[config.mk]
export PLATFORM = sky130hd
export DESIGN_NAME = hdt_ctrl
export DESIGN_NICKNAME = d
export VERILOG_FILES = /design/src/rtl/hdt_pkg.sv /design/src/rtl/hdt_ctrl.sv
export SDC_FILE = /design/constraint.sdc
export NUM_CORES = 1
export LEC_CHECK = 0
export BUFFER_PORTS_ARGS = -buffer_cell sky130_fd_sc_hd__clkbuf_2
export CORE_AREA = 2 2 39 41
export CTS_BUF_LIST = sky130_fd_sc_hd__clkbuf_8
export CTS_CLUSTER_DIAMETER = 60
export CTS_CLUSTER_SIZE = 40
export DETAILED_ROUTE_END_ITERATION = 8
export DIE_AREA = 0 0 41 43
export PLACE_DENSITY = 0.56
export REMOVE_ABC_BUFFERS = 1
export SETUP_SLACK_MARGIN = 0.4
export SKIP_CTS_REPAIR_TIMING = 1
export SLEW_MARGIN = 20
export SYNTH_ARGS = -nofsm -noshare
export SYNTH_HDL_FRONTEND = slang
export SYNTH_SLANG_ARGS = --single-unit
export TNS_END_PERCENT = 5
[constraint.sdc]
create_clock -name clk -period 1.3 [get_ports clk]
set_clock_uncertainty 0.2 [all_clocks]
set_input_delay 0.065 -clock clk [delete_from_list [all_inputs] [get_ports clk]]
set_output_delay 0.065 -clock clk [all_outputs]
set_load 0.01 [all_outputs]
[src/rtl/hdt_pkg.sv]
package hdt_pkg;

  localparam int DEPTH     = 128;
  localparam int MAX_BYTES = 4096;

  localparam int SLOT_W  = $clog2(DEPTH);
  localparam int CNT_W   = $clog2(DEPTH + 1);
  localparam int BYTES_W = $clog2(MAX_BYTES + 1);

  // Fixed field widths of the channels
  localparam int REF_W   = 32;
  localparam int LEN_W   = 16;
  localparam int IDX_W   = 32;
  localparam int CAPIN_W = 16;
  localparam int TOTAL_W = 32;
  localparam int TBYTES_W = 13;
  localparam int COUNT_W  = 8;

  localparam int ENTRY_OVERHEAD = 32;
  // name + value + overhead never overflows this
  localparam int SIZE_W = LEN_W + 2;
  localparam int RAM_W  = REF_W + 2 * LEN_W;

  typedef enum logic [1:0] {
    KIND_INSERT = 2'd0,
    KIND_GET    = 2'd1,
    KIND_SETCAP = 2'd2
  } kind_t;

  typedef enum logic [1:0] {
    ST_IDLE,
    ST_DECIDE,
    ST_DROP,
    ST_DONE
  } state_t;

  typedef struct packed {
    logic accept;       // latch a new transaction
    logic clear;        // empty the table, count held entries as dropped
    logic count_insert; // too-large insert: count it inserted and dropped
    logic rd_oldest;    // read the oldest slot for an eviction
    logic rd_get;       // read the slot hit by a get
    logic miss;         // get outside the window
    logic drop;         // retire the oldest entry using the read data
    logic write;        // append the pending entry
    logic load_out;     // load the result register
  } cmd_t;

  typedef struct packed {
    logic [1:0] kind;
    logic       too_big;
    logic       cap_zero;
    logic       evict_needed;
    logic       get_hit;
  } stat_t;

endpackage

[src/rtl/hdt_ctrl.sv]
module hdt_ctrl (
  input  logic          clk,
  input  logic          rst_n,
  input  logic          in_valid,
  output logic          in_stall,
  output logic          out_valid,
  input  logic          out_stall,
  input  hdt_pkg::stat_t stat,
  output hdt_pkg::cmd_t  cmd
);

  hdt_pkg::state_t state_r, state_nxt;
  logic out_valid_r, out_valid_nxt;
  logic out_free;
  logic in_open;

  assign out_free  = !out_valid_r || !out_stall;
  assign in_open   = (state_r == hdt_pkg::ST_IDLE) ||
                     ((state_r == hdt_pkg::ST_DONE) && out_free);
  assign in_stall  = !in_open;
  assign out_valid = out_valid_r;

  always_comb begin
    state_nxt = state_r;
    case (state_r)
      hdt_pkg::ST_IDLE: begin
        if (in_valid) begin
          state_nxt = hdt_pkg::ST_DECIDE;
        end
      end
      hdt_pkg::ST_DECIDE: begin
        state_nxt = hdt_pkg::ST_DONE;
        if ((stat.kind == hdt_pkg::KIND_INSERT && !stat.too_big && stat.evict_needed) ||
            (stat.kind == hdt_pkg::KIND_SETCAP && !stat.cap_zero && stat.evict_needed)) begin
          state_nxt = hdt_pkg::ST_DROP;
        end
      end
      hdt_pkg::ST_DROP: begin
        state_nxt = hdt_pkg::ST_DECIDE;
      end
      hdt_pkg::ST_DONE: begin
        if (out_free) begin
          state_nxt = in_valid ? hdt_pkg::ST_DECIDE : hdt_pkg::ST_IDLE;
        end
      end
      default: begin
        state_nxt = hdt_pkg::ST_IDLE;
      end
    endcase
  end

  always_comb begin
    cmd = '0;
    cmd.accept = in_open && in_valid;
    case (state_r)
      hdt_pkg::ST_DECIDE: begin
        case (stat.kind)
          hdt_pkg::KIND_INSERT: begin
            if (stat.too_big) begin
              cmd.clear        = 1'b1;
              cmd.count_insert = 1'b1;
            end else if (stat.evict_needed) begin
              cmd.rd_oldest = 1'b1;
            end else begin
              cmd.write = 1'b1;
            end
          end
          hdt_pkg::KIND_GET: begin
            cmd.rd_get = stat.get_hit;
            cmd.miss   = !stat.get_hit;
          end
          hdt_pkg::KIND_SETCAP: begin
            if (stat.cap_zero) begin
              cmd.clear = 1'b1;
            end else begin
              cmd.rd_oldest = stat.evict_needed;
            end
          end
          default: begin
          end
        endcase
      end
      hdt_pkg::ST_DROP: begin
        cmd.drop = 1'b1;
      end
      hdt_pkg::ST_DONE: begin
        cmd.load_out = out_free;
      end
      default: begin
      end
    endcase
  end

  always_comb begin
    out_valid_nxt = out_valid_r;
    if (out_valid_r && !out_stall) begin
      out_valid_nxt = 1'b0;
    end
    if (cmd.load_out) begin
      out_valid_nxt = 1'b1;
    end
  end

  always_ff @(posedge clk) begin
    if (!rst_n) begin
      state_r     <= hdt_pkg::ST_IDLE;
      out_valid_r <= 1'b0;
    end else begin
      state_r     <= state_nxt;
      out_valid_r <= out_valid_nxt;
    end
  end

  // a result is only loaded once the previous one has gone
  assert property (@(posedge clk) disable iff (!rst_n)
    cmd.load_out |-> (!out_valid_r || !out_stall))
    else $error("result register overwritten");

  // an eviction read is always followed by the drop that consumes it
  assert property (@(posedge clk) disable iff (!rst_n)
    cmd.rd_oldest |=> cmd.drop)
    else $error("eviction read not consumed");

  // no new transaction while an item is still being worked on
  assert property (@(posedge clk) disable iff (!rst_n)
    (state_r == hdt_pkg::ST_DECIDE || state_r == hdt_pkg::ST_DROP) |-> in_stall)
    else $error("input taken mid-item");

endmodule

# After elaboration in Yosys (flattened, before gate mapping)
# Cells that the tools add are included.
[word_totals] memories=0 ramBits=0 in_bits=10 latch_bits=0 word_cells=52 output_inout_bits=11 rom_bits=0 reg_bits=3
[classes] n_div=0 magnitude_cmp=0 n_shift=0 n_reduce_logical=20 bitwise=0 n_eq_ne=7 addsub=0 n_mul=0 mux=23
[ops] operator="two-way mux 1 bit" n=15
[ops] operator="two-way mux 2 bit" n=4
[ops] operator="case mux 2 bit (4 select lines)" n=1
[ops] operator="logical AND 1 bit" n=7
[ops] operator="== test 2 bit (second input constant)" n=3
[ops] operator="logical NOT 1 bit" n=6
[ops] operator="two-way mux 5 bit" n=1
[ops] operator="== test 2 x 1 -> 1 bit (second input constant)" n=2
[ops] operator="logical NOT 2 bit" n=2
[ops] operator="!= test 2 bit (second input constant)" n=2
[ops] operator="case mux 1 bit (2 select lines)" n=2
[ops] operator="logical OR 1 bit" n=3
[ops] operator="AND reduction 2 bit" n=1
[ops] operator="nonzero test 2 bit" n=1

# Longest topological paths before layout
[logic_depth] word_depth=6 mapped_depth=4 depth_no_buf=3

# Worst setup path before layout
# Ideal clock, no wire load.
[synth_path] kind="register to output" from="reg state_r[1]" to="out cmd[1] (netlist bit)" arrival_time_ns=1.092 setup_slack_ns=-0.057 path_stages_with_launch=4 path_buffers=1 path_cell_list="dfxtp_1 > buf_2 > nor3b_2 > nor4b_1"
[synth_rtl] element="from (decl)" line_no="hdt_ctrl.sv:12" source="hdt_pkg::state_t state_r, state_nxt;"
[synth_rtl] element="from (signal assigned)" line_no="hdt_ctrl.sv:106" source="state_r <= hdt_pkg::ST_IDLE;"
[synth_rtl] element="from (signal assigned)" line_no="hdt_ctrl.sv:109" source="state_r <= state_nxt;"
[synth_rtl] element="to (decl)" line_no="hdt_ctrl.sv:9" source="output hdt_pkg::cmd_t cmd"

==> reports/qor.csv <==
metric,value,unit
outcome,"complete, but fails checks",
violations,"negative hold slack, negative setup slack",
cellLeakagePower,0.000252,uW
ff2ff_path_depth,4,
first_iter_violations,0,
fin_ws,-0.133,ns
synthAdderAreaFrac,0,%
wirelength,659,um
synth_top_family_by_area,simple AND/OR/NAND/NOR gates,
ios,21,
antenna_cells,0,
critPathLaunch,state_r[0],
yosys_warnings,0,
regArea,71.3,um2
dr.pass1.iters,1,
maxSlewViolCount,0,
cp-end-kind,primary output,
synth_top_area_share,24.9,%
synth_commonest_cells,"3 x a21oi_1, 3 x dfxtp_1, 3 x inv_1, 3 x nand2_1",
fillCellCount,148,
cts_tree,done,
crit_cells,3,
htreeDepth,1,
num_vias,324,
area_delta_synth_final,95.3,%
syn_inst,32,
layout-drive-gt1-share,58.6,%
drtAntennaViolNets,0,
wl_met3,77,um
hold_viol,3,
dpl.cell_count,69,
critical_path_class,reg2out,
clockBufferDepth,2,
wl_per_cell,8.91,um
fin_crit_sh,110,%
ys_ff_latch,3,
synthSimpleGateAreaFrac,40.9,%
viasPerCell,4.38,
critPathLaunchType,register,
min_path_type,in2reg,
grt_max_degree,6,
max_stage_delay,0.35,ns
cts_sinks,3,
r2r_slack,0.07,ns
synth_xor_area_share,3.63,%
min_period,1.43,ns
nNetsFinal,69,
multiInputGateArea,188,um2
start_util,17.5,%
drv_cap,0,
slowest_stage,dfxtp_4,
fin_cells,74,
fp.coreArea,1380,um2
setup_viol,8,
crit_family,simple AND/OR/NAND/NOR gates,
fin_hold_ws,-0.125,ns
ir_worst_vdd,0.565,mV
crit_fanout,5,
tightest_slew,0.296,ns
async_flop_share,0,%
overflow,0,
regToRegStartpoint,state_r[1],
dp_hpwl,537,um
antenna_found_initial,0,
fmax,0.698,GHz
ys_seq_area_share,24.9,%
clk_pin_slew,0.03,ns
cp.required,1.03,ns
syn_area,241,um2
synth.distinct_cells,22,
dp_slack,-0.0400,ns
rsz0062_at_grt,yes,
grt_pass1_vias,279,
cp-endpoint,cmd[4],
highest_layer,met4,
avgSynthCellArea,7.55,um2
grt_usage,8.63,%
drc,0,
cp_num_buf_inv,1,
yosys.area.top_type,dfxtp_1,
synth_compound_area_share,16.6,%
clock_latency,0.22,ns
synth_ff_type,dfxtp_1,
wl_met1,280,um
fp.dieH,43,um
p_total,482,uW
p_per_area,1020,nW/um2
root_buffer,clkbuf_8,
die_w,41,um
gp_congestion,0.659,
grt_pass1_wl,1000,um
synthMuxAreaShare,4.15,%
cts-buffers-inserted,3,
synthTopCellsByArea,"dfxtp_1 25%, a21oi_1 6.2%, nor3b_2 5.2%",
die_area,1760,um2
path_cells,or2b_1 > nor4_1 > buf_2,
route.met2.wl,290,um
relSlewSlack,79.7,%
critPathArrivalTime,1.17,ns
rows,14,
r2r-end,state_r[0],
synth_edf_count,0,
io_buffer_count,20,
[stage by stage]
step                      utilization (%)  cell area (um2)  setup TNS, ns
after global placement               26.9              372              0
after CTS                            30.1              417          -1.59
final                                34.1              472         -0.809
after detailed placement             26.9              372        -0.0400
after global routing                 34.1              472          -1.37
after floorplan                         -              229        -0.0412
[layout make-up]
cell class,count,share of cell area (%)
Inverter,3,2.39
Multi-Input combinational cell,24,39.8
Clock buffer,3,8.75
Clock inverter,1,0.796
Sequential cell,3,15.1
Tap cell,16,4.24
Timing Repair Buffer,24,28.9
[per-layer routing]
metal  GRT usage [%]  vias up
met5               0        -
met4            6.00        0
met3            5.24        2
met2            12.5       16
met1            8.65      140
li1                -      166
[flip-flops by register name (all words and copies together), names as in the netlist]
name       flops
out_valid      1
state_r        2
[worst reg2reg max path, stage by stage (launching register included)]
cell,delay (ns)
dfxtp_4,0.35
nor3b_4,0.23
buf_4,0.14
a32o_1,0.14
a21boi_1,0.06
[placed cells by master, fill, tap and decap left out, types with 2 or more instances in the layout]
master,instances
dfxtp_4,3
a21oi_1,2
buf_2,9
inv_1,4
nand2_1,3
nor4_1,2
buf_4,4
nor2_1,2
clkbuf_2,10
clkbuf_8,3
[cell families after synthesis]
| group | Yosys count |
|---|---|
| AND/OR/NAND/NOR | 16 |
| AO/OA/AOI/OAI | 6 |
| buffers and inverters | 5 |
| flip-flops | 3 |
| XOR/XNOR | 1 |
| multiplexers | 1 |
[power by group]
group	internal [uW]	total, uW	switching (uW)
clock network	201	261	60.4
logic	60.8	115	54.5
registers	97.7	106	7.84
total	359	482	123
[worst min-delay path by stage]
stage                        from          to  depth (start not counted)
final                       rst_n  state_r[1]                          3
after global routing        rst_n  state_r[1]                          3
after CTS                   rst_n  state_r[1]                          3
after detailed placement    rst_n  state_r[1]                          3
after global placement      rst_n  state_r[1]                          3
after floorplan           stat[1]      cmd[1]                          1
(Power assumes the default switching activity.)
